==> src/hdl/rlse_pkg.sv <==
// Shared types and constants for the rainbow LED effect sequencer.
`default_nettype none

package rlse_pkg;

  // Configuration register indexes
  localparam logic [2:0] REG_SATURATION  = 3'd0;
  localparam logic [2:0] REG_BRIGHTNESS  = 3'd1;
  localparam logic [2:0] REG_HUE_STEP    = 3'd2;
  localparam logic [2:0] REG_WHITE_HOLD  = 3'd3;
  localparam logic [2:0] REG_COLOR_HOLD  = 3'd4;
  localparam logic [2:0] REG_DIM_LEVEL   = 3'd5;

  // Configuration reset values
  localparam logic [7:0] SATURATION_RST  = 8'd255;
  localparam logic [7:0] BRIGHTNESS_RST  = 8'd255;
  localparam logic [8:0] HUE_STEP_RST    = 9'd3;
  localparam logic [7:0] WHITE_HOLD_RST  = 8'd125;
  localparam logic [7:0] COLOR_HOLD_RST  = 8'd25;
  localparam logic [7:0] DIM_LEVEL_RST   = 8'd16;

  // Sequence phases
  localparam logic [2:0] PH_WHITE   = 3'd0;
  localparam logic [2:0] PH_RED     = 3'd1;
  localparam logic [2:0] PH_GREEN   = 3'd2;
  localparam logic [2:0] PH_BLUE    = 3'd3;
  localparam logic [2:0] PH_RAINBOW = 3'd4;

  // Input kinds carried on tuser
  localparam logic FUNC_TICK   = 1'b0;
  localparam logic FUNC_ENABLE = 1'b1;

  localparam logic [7:0] CHAN_FULL = 8'd255;
  localparam logic [7:0] CHAN_OFF  = 8'd0;

  // Multiplier operand width and digit size
  localparam int unsigned MUL_W     = 8;
  localparam int unsigned DIGIT_W   = 2;

  // Sequencer states
  typedef enum logic [2:0] {
    S_IDLE,
    S_MUL_SR,
    S_MUL_SNR,
    S_MUL_P,
    S_MUL_Q,
    S_MUL_T,
    S_EMIT
  } seq_state_t;

  // Request to and response from the serial multiplier
  typedef struct packed {
    logic             start;
    logic [MUL_W-1:0] mcand;
    logic [MUL_W-1:0] mplier;
  } mul_req_t;

  typedef struct packed {
    logic             done;
    logic [MUL_W-1:0] quo;
  } mul_rsp_t;

endpackage

`default_nettype wire

==> src/hdl/rlse_mul_ser.sv <==
// Digit-serial 8x8 multiplier whose result is the product divided by 255.
`default_nettype none

module rlse_mul_ser (
  input  wire logic            clk,
  input  wire logic            rst_n,
  input  wire rlse_pkg::mul_req_t req,
  output rlse_pkg::mul_rsp_t   rsp
);
  import rlse_pkg::*;

  localparam int unsigned PROD_W  = 2 * MUL_W;
  localparam int unsigned DIGITS  = MUL_W / DIGIT_W;
  localparam int unsigned CNT_W   = $clog2(DIGITS);
  localparam logic [CNT_W-1:0] CNT_LAST = CNT_W'(DIGITS - 1);

  logic [PROD_W-1:0] acc_r, acc_nxt;
  logic [PROD_W-1:0] mcand_r, mcand_nxt;
  logic [MUL_W-1:0]  mplier_r, mplier_nxt;
  logic [CNT_W-1:0]  cnt_r, cnt_nxt;
  logic              busy_r, busy_nxt;
  logic              done_r, done_nxt;
  logic [PROD_W-1:0] pp;
  logic [PROD_W:0]   div_sum;

  // Partial product of one multiplier digit
  always_comb begin
    pp = '0;
    for (int i = 0; i < DIGIT_W; i++) begin
      if (mplier_r[i]) begin
        pp = pp + (mcand_r << i);
      end
    end
  end

  // Start loads operands, each busy cycle folds in one digit
  always_comb begin
    acc_nxt    = acc_r;
    mcand_nxt  = mcand_r;
    mplier_nxt = mplier_r;
    cnt_nxt    = cnt_r;
    busy_nxt   = busy_r;
    done_nxt   = 1'b0;
    if (busy_r) begin
      acc_nxt    = acc_r + pp;
      mcand_nxt  = mcand_r << DIGIT_W;
      mplier_nxt = mplier_r >> DIGIT_W;
      cnt_nxt    = cnt_r + 1'b1;
      if (cnt_r == CNT_LAST) begin
        busy_nxt = 1'b0;
        done_nxt = 1'b1;
      end
    end else if (req.start) begin
      acc_nxt    = '0;
      mcand_nxt  = PROD_W'(req.mcand);
      mplier_nxt = req.mplier;
      cnt_nxt    = '0;
      busy_nxt   = 1'b1;
    end
  end

  always_ff @(posedge clk) begin
    if (!rst_n) begin
      busy_r <= 1'b0;
      done_r <= 1'b0;
      cnt_r  <= '0;
    end else begin
      busy_r <= busy_nxt;
      done_r <= done_nxt;
      cnt_r  <= cnt_nxt;
    end
    acc_r    <= acc_nxt;
    mcand_r  <= mcand_nxt;
    mplier_r <= mplier_nxt;
  end

  // Exact floor(x / 255) for any product of two 8-bit operands
  assign div_sum  = {1'b0, acc_r} + (PROD_W + 1)'(acc_r >> MUL_W) + 1'b1;
  assign rsp.done = done_r;
  assign rsp.quo  = div_sum[PROD_W-1:MUL_W];

endmodule

`default_nettype wire

==> src/hdl/rainbow_led_effect_sequencer_core.sv <==
// Top level of the rainbow LED effect sequencer: sequencing, HSV conversion and ports.
`default_nettype none

// Each input transaction is either an effect tick (tuser 0) or an enable write
// (tuser 1, new flag in tdata bit 0); at most one RGB transaction leaves per
// input. Enable writes and diagnostic ticks are decided in the accept cycle; writes
// and the first tick of each diagnostic hold reach the output through the S_EMIT
// state and the output register. An enabled rainbow tick runs five products through
// one shared 2-bit-per-cycle multiplier, then takes the same path. The block takes
// one input transaction at a time and accepts the next one as soon as the previous
// result has moved to the output register, even while that register still waits.
// Configuration writes are always taken and must only happen while idle.
module rainbow_led_effect_sequencer_core (
  input  wire logic        clk,
  input  wire logic        rst_n,
  // Input stream
  input  wire logic        in_tvalid,
  output logic             in_tready,
  input  wire logic [7:0]  in_tdata,   // [0] enable_value, [7:1] zero
  input  wire logic        in_tuser,   // [0] func
  // Result stream
  output logic             out_tvalid,
  input  wire logic        out_tready,
  output logic [23:0]      out_tdata,  // [7:0] red, [15:8] green, [23:16] blue
  // Configuration writes
  input  wire logic        cfg_valid,
  output logic             cfg_ready,
  input  wire logic [2:0]  cfg_addr,
  input  wire logic [8:0]  cfg_data
);
  import rlse_pkg::*;

  localparam logic [9:0] HUE_FULL   = 10'd360;
  localparam logic [9:0] HUE_DOUBLE = 10'd720;

  seq_state_t state_r, state_nxt;

  // Configuration registers
  logic [7:0] sat_r, bri_r, white_hold_r, color_hold_r, dim_r;
  logic [8:0] hue_step_r;

  // Sequencer state
  logic [2:0] phase_r, phase_nxt;
  logic [7:0] hold_cnt_r, hold_cnt_nxt;
  logic [8:0] hue_r, hue_nxt;
  logic       en_r, en_nxt;

  // Intermediate products and pending color
  logic [7:0] a_r, a_nxt, b_r, b_nxt, p_r, p_nxt, q_r, q_nxt;
  logic [7:0] red_r, red_nxt, green_r, green_nxt, blue_r, blue_nxt;

  // Output register
  logic        out_valid_r, out_valid_nxt;
  logic [23:0] out_data_r, out_data_nxt;

  logic       in_accept, out_free;
  logic       is_diag, first_tick, last_tick;
  logic [7:0] hold_sel, hold_eff;
  logic [2:0] region;
  logic [8:0] region_base;
  logic [5:0] offset;
  logic [9:0] rem_x17;
  logic [7:0] rem;
  logic [9:0] hue_sum;

  mul_req_t mul_req;
  mul_rsp_t mul_rsp;

  assign in_accept = in_tvalid && in_tready;
  assign out_free  = !out_valid_r || out_tready;
  assign cfg_ready = 1'b1;

  // Diagnostic phase bookkeeping
  assign is_diag    = phase_r < PH_RAINBOW;
  assign hold_sel   = (phase_r == PH_WHITE) ? white_hold_r : color_hold_r;
  assign hold_eff   = (hold_sel == 8'd0) ? 8'd1 : hold_sel;
  assign first_tick = hold_cnt_r == 8'd0;
  assign last_tick  = ({1'b0, hold_cnt_r} + 9'd1) >= {1'b0, hold_eff};

  // Hue region and remainder scaled by 255/60 to 0..250 (x*255/60 equals x*17/4)
  always_comb begin
    if (hue_r >= 9'd300) begin
      region = 3'd5; region_base = 9'd300;
    end else if (hue_r >= 9'd240) begin
      region = 3'd4; region_base = 9'd240;
    end else if (hue_r >= 9'd180) begin
      region = 3'd3; region_base = 9'd180;
    end else if (hue_r >= 9'd120) begin
      region = 3'd2; region_base = 9'd120;
    end else if (hue_r >= 9'd60) begin
      region = 3'd1; region_base = 9'd60;
    end else begin
      region = 3'd0; region_base = 9'd0;
    end
  end

  assign offset  = 6'(hue_r - region_base);
  assign rem_x17 = {offset, 4'b0000} + 10'(offset);
  assign rem     = rem_x17[9:2];
  assign hue_sum = 10'(hue_r) + 10'(hue_step_r);

  // Next state
  always_comb begin
    state_nxt = state_r;
    case (state_r)
      S_IDLE: begin
        if (in_accept) begin
          if (in_tuser == FUNC_ENABLE) begin
            state_nxt = S_EMIT;
          end else if (is_diag) begin
            state_nxt = first_tick ? S_EMIT : S_IDLE;
          end else if (en_r) begin
            state_nxt = S_MUL_SR;
          end
        end
      end
      S_MUL_SR:  if (mul_rsp.done) state_nxt = S_MUL_SNR;
      S_MUL_SNR: if (mul_rsp.done) state_nxt = S_MUL_P;
      S_MUL_P:   if (mul_rsp.done) state_nxt = S_MUL_Q;
      S_MUL_Q:   if (mul_rsp.done) state_nxt = S_MUL_T;
      S_MUL_T:   if (mul_rsp.done) state_nxt = S_EMIT;
      S_EMIT:    if (out_free) state_nxt = S_IDLE;
      default:   state_nxt = S_IDLE;
    endcase
  end

  // Outputs: handshake and multiplier requests
  always_comb begin
    in_tready      = 1'b0;
    mul_req.start  = 1'b0;
    mul_req.mcand  = sat_r;
    mul_req.mplier = rem;
    case (state_r)
      S_IDLE: begin
        in_tready     = 1'b1;
        mul_req.start = in_tvalid && (in_tuser == FUNC_TICK) && !is_diag && en_r;
      end
      S_MUL_SR: begin
        mul_req.start  = mul_rsp.done;
        mul_req.mplier = CHAN_FULL - rem;
      end
      S_MUL_SNR: begin
        mul_req.start  = mul_rsp.done;
        mul_req.mcand  = bri_r;
        mul_req.mplier = CHAN_FULL - sat_r;
      end
      S_MUL_P: begin
        mul_req.start  = mul_rsp.done;
        mul_req.mcand  = bri_r;
        mul_req.mplier = a_r;
      end
      S_MUL_Q: begin
        mul_req.start  = mul_rsp.done;
        mul_req.mcand  = bri_r;
        mul_req.mplier = b_r;
      end
      default: ;
    endcase
  end

  // Datapath updates
  always_comb begin
    phase_nxt     = phase_r;
    hold_cnt_nxt  = hold_cnt_r;
    hue_nxt       = hue_r;
    en_nxt        = en_r;
    a_nxt         = a_r;
    b_nxt         = b_r;
    p_nxt         = p_r;
    q_nxt         = q_r;
    red_nxt       = red_r;
    green_nxt     = green_r;
    blue_nxt      = blue_r;
    out_valid_nxt = out_valid_r && !out_tready;
    out_data_nxt  = out_data_r;

    // Take the accepted transaction
    if (in_accept) begin
      if (in_tuser == FUNC_ENABLE) begin
        en_nxt    = in_tdata[0];
        red_nxt   = in_tdata[0] ? dim_r : CHAN_OFF;
        green_nxt = red_nxt;
        blue_nxt  = red_nxt;
      end else if (is_diag) begin
        red_nxt   = (phase_r == PH_WHITE || phase_r == PH_RED)   ? CHAN_FULL : CHAN_OFF;
        green_nxt = (phase_r == PH_WHITE || phase_r == PH_GREEN) ? CHAN_FULL : CHAN_OFF;
        blue_nxt  = (phase_r == PH_WHITE || phase_r == PH_BLUE)  ? CHAN_FULL : CHAN_OFF;
        if (last_tick) begin
          phase_nxt    = phase_r + 3'd1;
          hold_cnt_nxt = 8'd0;
        end else begin
          hold_cnt_nxt = hold_cnt_r + 8'd1;
        end
      end
    end

    // Collect products
    if (mul_rsp.done) begin
      case (state_r)
        S_MUL_SR:  a_nxt = CHAN_FULL - mul_rsp.quo;
        S_MUL_SNR: b_nxt = CHAN_FULL - mul_rsp.quo;
        S_MUL_P:   p_nxt = mul_rsp.quo;
        S_MUL_Q:   q_nxt = mul_rsp.quo;
        S_MUL_T: begin
          // Map v, p, q, t onto channels by region, then advance the hue
          case (region)
            3'd0: begin red_nxt = bri_r; green_nxt = mul_rsp.quo; blue_nxt = p_r; end
            3'd1: begin red_nxt = q_r; green_nxt = bri_r; blue_nxt = p_r; end
            3'd2: begin red_nxt = p_r; green_nxt = bri_r; blue_nxt = mul_rsp.quo; end
            3'd3: begin red_nxt = p_r; green_nxt = q_r; blue_nxt = bri_r; end
            3'd4: begin red_nxt = mul_rsp.quo; green_nxt = p_r; blue_nxt = bri_r; end
            default: begin red_nxt = bri_r; green_nxt = p_r; blue_nxt = q_r; end
          endcase
          if (hue_sum >= HUE_DOUBLE) begin
            hue_nxt = 9'(hue_sum - HUE_DOUBLE);
          end else if (hue_sum >= HUE_FULL) begin
            hue_nxt = 9'(hue_sum - HUE_FULL);
          end else begin
            hue_nxt = 9'(hue_sum);
          end
        end
        default: ;
      endcase
    end

    // Hand the pending color to the output register
    if (state_r == S_EMIT && out_free) begin
      out_valid_nxt = 1'b1;
      out_data_nxt  = {blue_r, green_r, red_r};
    end
  end

  always_ff @(posedge clk) begin
    if (!rst_n) begin
      state_r     <= S_IDLE;
      phase_r     <= PH_WHITE;
      hold_cnt_r  <= 8'd0;
      hue_r       <= 9'd0;
      en_r        <= 1'b1;
      out_valid_r <= 1'b0;
    end else begin
      state_r     <= state_nxt;
      phase_r     <= phase_nxt;
      hold_cnt_r  <= hold_cnt_nxt;
      hue_r       <= hue_nxt;
      en_r        <= en_nxt;
      out_valid_r <= out_valid_nxt;
    end
    a_r        <= a_nxt;
    b_r        <= b_nxt;
    p_r        <= p_nxt;
    q_r        <= q_nxt;
    red_r      <= red_nxt;
    green_r    <= green_nxt;
    blue_r     <= blue_nxt;
    out_data_r <= out_data_nxt;
  end

  // Configuration register writes
  always_ff @(posedge clk) begin
    if (!rst_n) begin
      sat_r        <= SATURATION_RST;
      bri_r        <= BRIGHTNESS_RST;
      hue_step_r   <= HUE_STEP_RST;
      white_hold_r <= WHITE_HOLD_RST;
      color_hold_r <= COLOR_HOLD_RST;
      dim_r        <= DIM_LEVEL_RST;
    end else if (cfg_valid && cfg_ready) begin
      case (cfg_addr)
        REG_SATURATION: sat_r        <= cfg_data[7:0];
        REG_BRIGHTNESS: bri_r        <= cfg_data[7:0];
        REG_HUE_STEP:   hue_step_r   <= cfg_data;
        REG_WHITE_HOLD: white_hold_r <= cfg_data[7:0];
        REG_COLOR_HOLD: color_hold_r <= cfg_data[7:0];
        REG_DIM_LEVEL:  dim_r        <= cfg_data[7:0];
        default: ;
      endcase
    end
  end

  rlse_mul_ser u_mul (
    .clk   (clk),
    .rst_n (rst_n),
    .req   (mul_req),
    .rsp   (mul_rsp)
  );

  assign out_tvalid = out_valid_r;
  assign out_tdata  = out_data_r;

  // Hue stays inside one turn
  a_hue_range: assert property (@(posedge clk) disable iff (!rst_n)
    hue_r < 9'd360)
    else $error("hue out of range");

  // Phase never passes the rainbow phase
  a_phase_range: assert property (@(posedge clk) disable iff (!rst_n)
    phase_r <= PH_RAINBOW)
    else $error("phase out of range");

  // Products only come back while a conversion is running
  a_done_in_mul: assert property (@(posedge clk) disable iff (!rst_n)
    mul_rsp.done |-> (state_r == S_MUL_SR || state_r == S_MUL_SNR ||
                      state_r == S_MUL_P || state_r == S_MUL_Q || state_r == S_MUL_T))
    else $error("multiplier done outside conversion");

  // An enable write always leads to a pending result
  a_enable_emits: assert property (@(posedge clk) disable iff (!rst_n)
    in_accept && (in_tuser == FUNC_ENABLE) |=> state_r == S_EMIT)
    else $error("enable write did not produce a result");

endmodule

`default_nettype wire
==> config.mk <==
export PLATFORM = sky130hd
export DESIGN_NAME = rainbow_led_effect_sequencer_core
export DESIGN_NICKNAME = d
export VERILOG_FILES = /design/src/hdl/rlse_pkg.sv /design/src/hdl/rlse_mul_ser.sv /design/src/hdl/rainbow_led_effect_sequencer_core.sv
export SDC_FILE = /design/constraint.sdc
export NUM_CORES = 1
export LEC_CHECK = 0
export ABC_AREA = 1
export BUFFER_PORTS_ARGS = -buffer_cell sky130_fd_sc_hd__buf_4
export CAP_MARGIN = 20
export CORE_MARGIN = 10
export CORE_UTILIZATION = 52
export CTS_BUF_LIST = sky130_fd_sc_hd__clkbuf_4 sky130_fd_sc_hd__clkbuf_8 sky130_fd_sc_hd__clkbuf_16
export DETAILED_ROUTE_END_ITERATION = 8
export PLACE_DENSITY = 0.69
export SYNTH_ARGS = -nofsm -noshare
export SYNTH_HDL_FRONTEND = slang
export SYNTH_SLANG_ARGS = --single-unit
export TNS_END_PERCENT = 20
==> constraint.sdc <==
create_clock -name clk -period 9.2 [get_ports clk]
set_clock_uncertainty 0.1 [all_clocks]
set_input_delay 0 -clock clk [delete_from_list [all_inputs] [get_ports clk]]
set_output_delay 0 -clock clk [all_outputs]
set_load 0.01 [all_outputs]
==> metrics.csv <==
metric,value,unit
cp.arrival,4510,ps
portBuffers,44,
hold_path.class,input port to register,
antenna_found_initial,0,
grt_pass1_wl,49700,µm
end_kind,register,
slew_headroom,32.4,%
max_stage_delay,450,ps
fin_area,0.0132,mm²
post_synth.cell_area_avg,7.65,µm²
via_per_inst,5.43,
finalWirelength,30400,µm
core.rowCount,55,
syn_inst,1549,
hpwlAfterDp,22300,µm
fin_hold_ws,63.6,ps
report.final.slew_viol_count,0,
grt_pass1_vias,9672,
die_w,171,µm
critPathLaunchType,register,
cts_max_level,4,
diodes,0,
cts_buffers,17,
drc,0,
drt.antenna.violating_nets,0,
coreArea,0.0225,mm²
grt_max_degree,69,
required,9280,ps
finalCritPeriodShare,48.2,%
period_needed,4430,ps
grt_usage,21.3,%
cts_setup_buffers,0,
critPathKind,register to register,
placedInstanceArea,0.0124,mm²
grt_setup_unrepaired,false,
outcome,completed,
netlist_area,0.0119,mm²
synth-main-ff-cell,dfxtp_1,
worstMarginPinSlew,1010,ps
drt_iter0_markers,866,
firstDrtPassIters,5,
synthDistinctLibCells,56,
cp.buffers_inverters,3,
maxCapViolCount,0,
syn-num-nets,1651,
ys.warnings.count,0,
clkTransAtPathRegs,80,ps
power_density,170,mW/mm²
max_freq,0.226,GHz
routabilityCongestion,0.940,
cts-root-buf,clkbuf_16,
power.leakage,6.19,nW
initial_core_util,52.7,%
die_h,171,µm
fillCellCount,2103,
vias,10300,
ios,53,
crit_family,adder cells,
finalSetupViolations,0,
cts_sinks,198,
seq_area,0.00488,mm²
wire_per_inst,16.0,µm
crit_path_max_fanout,10,
finalSetupTns,0,ps
hold_viol_final,0,
crit_top_cell,nand2_1,
synth_async_sr_flop_share,0,%
grt_overflow,0,
drive_above_1_share,8.48,%
synth_top_cell_area_share,23.3,%
multi_input_area,0.00588,mm²
dieArea,0.0292,mm²
vdd_drop_max,0.126,mV
finalNetCount,1705,
synth_top_cell_by_area,edfxtp_1,
crit_slowest_cell,dfxtp_1,
synth_edf_count,92,
syn2layout_area_growth,11.8,%
ys_seq_area_share,41.2,%
synth_area_leaders,"edfxtp_1 (23%), dfxtp_1 (18%), nand2_1 (11%)",
crit_path_cell_trace,nand2_1 -> inv_2 -> nand2_1 -> o21ai_4 -> nor2_2 -> o22ai_1 -> inv_1 -> ha_1 -> fa_1 -> xor2_1 -> inv_1 -> ha_1 -> fa_1 -> xnor2_1 -> o22ai_1 -> a221oi_1 -> nand2_1 -> nand2_1 -> o21ai_0,
clock_latency,440,ps
cts_tree,built,
ys_seq_elements,198,
clockBufferDepth,2,
-- Yosys cell counts, types with 2 or more instances --
| library cell | n |
|---|---|
| nor3_1 | 7 |
| nor2_2 | 4 |
| xor2_1 | 19 |
| xnor2_1 | 7 |
| nand2_4 | 4 |
| a21oi_2 | 3 |
| nand3b_1 | 5 |
| dfxtp_1 | 106 |
| a31oi_1 | 11 |
| nor2_1 | 114 |
| o21ai_0 | 127 |
| o2111ai_1 | 6 |
| nand4_1 | 19 |
| o21ai_1 | 17 |
| clkinv_1 | 2 |
| o31ai_1 | 4 |
| a221oi_1 | 4 |
| nor2_4 | 3 |
| o21ai_2 | 3 |
| o21a_1 | 6 |
| nand2_1 | 343 |
| fa_1 | 5 |
| nand2_2 | 11 |
| a211oi_1 | 6 |
| clkbuf_1 | 30 |
| nand3b_2 | 2 |
| o211ai_1 | 11 |
| a21oi_1 | 88 |
| o21bai_1 | 4 |
| o22ai_1 | 24 |
| inv_1 | 238 |
| ha_1 | 71 |
| nand3_1 | 103 |
| mux2i_1 | 8 |
| inv_2 | 15 |
| edfxtp_1 | 92 |
| a22o_1 | 3 |
| buf_2 | 3 |
| or2_2 | 4 |
-- cell usage in the layout, fill, tap and decap left out, types with 7 or more instances in the layout --
cell and instances:
xor2_1 19, xnor2_1 7, nand2_1 343, o211ai_1 11
inv_1 238, inv_2 15, mux2i_1 8, o21ai_1 17
nor3_1 7, edfxtp_1 92, dlygate4sd3_1 22, a21oi_1 88
buf_4 48, o21ai_0 127, nand4_1 19, dfxtp_1 106
a31oi_1 11, nor2_1 112, nand2_2 11, nand3_1 103
clkbuf_16 17, o22ai_1 24, ha_1 71
-- per-stage QoR --
step | total power, mW | instances | utilization (%) | setup WS, ps
6_report | 2.26 | 1901 | 58.9 | 4770
4_1_cts | 2.27 | 1901 | 58.9 | 4810
5_1_grt | 2.38 | 1901 | 58.9 | 4520
3_5_place_dp | 1.51 | 1847 | 55.3 | 4820
2_1_floorplan | 1.38 | 1549 | - | 5520
3_3_place_gp | 1.50 | 1847 | 55.3 | 4910
-- cell families (layout without fill, tap and decap cells) --
logic type,count (synthesis),in the layout,share of synthesized area [%]
buf+inv,290,357,9.26
flops,198,198,41.2
fa+ha+maj,76,76,8.34
compound gates,326,326,15.8
xor+xnor,27,27,2.06
simple gates,623,623,22.6
mux,8,8,0.676
other cells,1,1,0.0316
-- power by group --
group	total, mW	switching (mW)	internal, mW	leakage, nW
Combinational	0.424	0.269	0.155	4.23
Clock	0.761	0.353	0.408	0.284
Sequential	1.07	0.0527	1.02	1.68
Total	2.26	0.675	1.58	6.19
-- per-layer routing --
layer	routed length [µm]	vias to the layer above	share of wire, %	global-route usage (%)
met4	679	0	2.2	6.96
met2	13600	285	45	33.3
met5	0	-	0	0
met3	1800	45	5.9	3.48
met1	14300	4734	47	29.2
li1	-	5252	-	-
-- worst register-to-register path: cells and delay by family (launching register included) --
kind	cells	cell delay (ps)
flops	1	450
buf+inv	3	280
xor+xnor	2	540
compound gates	5	1000
simple gates	5	610
fa+ha+maj	4	1230
-- area by class of cell --
cell class	count	area share, %
multi-input combinational	1061	44.4
sequential	198	36.9
inverter	255	7.23
timing repair buffer	70	4.38
clock buffer	17	3.21
tap	285	2.69
clock inverter	15	1.27
-- state kept, by name (all words and copies together), names as in the netlist, 3 cells and up --
register / flops
a_r: 8
b_r: 8
blue_r: 8
bri_r: 8
color_hold_r: 8
dim_r: 8
green_r: 8
hold_cnt_r: 8
hue_r: 9
hue_step_r: 9
out_tdata: 24
p_r: 8
phase_r: 3
q_r: 8
red_r: 8
sat_r: 8
state_r: 3
u_mul.acc_r: 16
u_mul.mcand_r: 16
u_mul.mplier_r: 8
white_hold_r: 8
-- worst paths after layout --
check	from	to	slack, ps	cells after the start
worst max-delay path	hue_r[5]$_SDFFE_PN0P_	u_mul.mplier_r[4]$_DFFE_PP_	4770	19
worst min-delay path	cfg_valid	hue_step_r[1]$_SDFFE_PN1P_	60	6
worst max register to register	hue_r[5]$_SDFFE_PN0P_	u_mul.mplier_r[4]$_DFFE_PP_	4770	19
worst min register to register	red_r[5]$_DFF_P_	out_tdata[5]$_DFFE_PP_	330	0
-- timing repair --
action                    CTS  global route
hold buffers               22             0
resized for setup           0             0
hold endpoints to repair   55             0
Note: power is estimated with default switching activity, not from simulation.
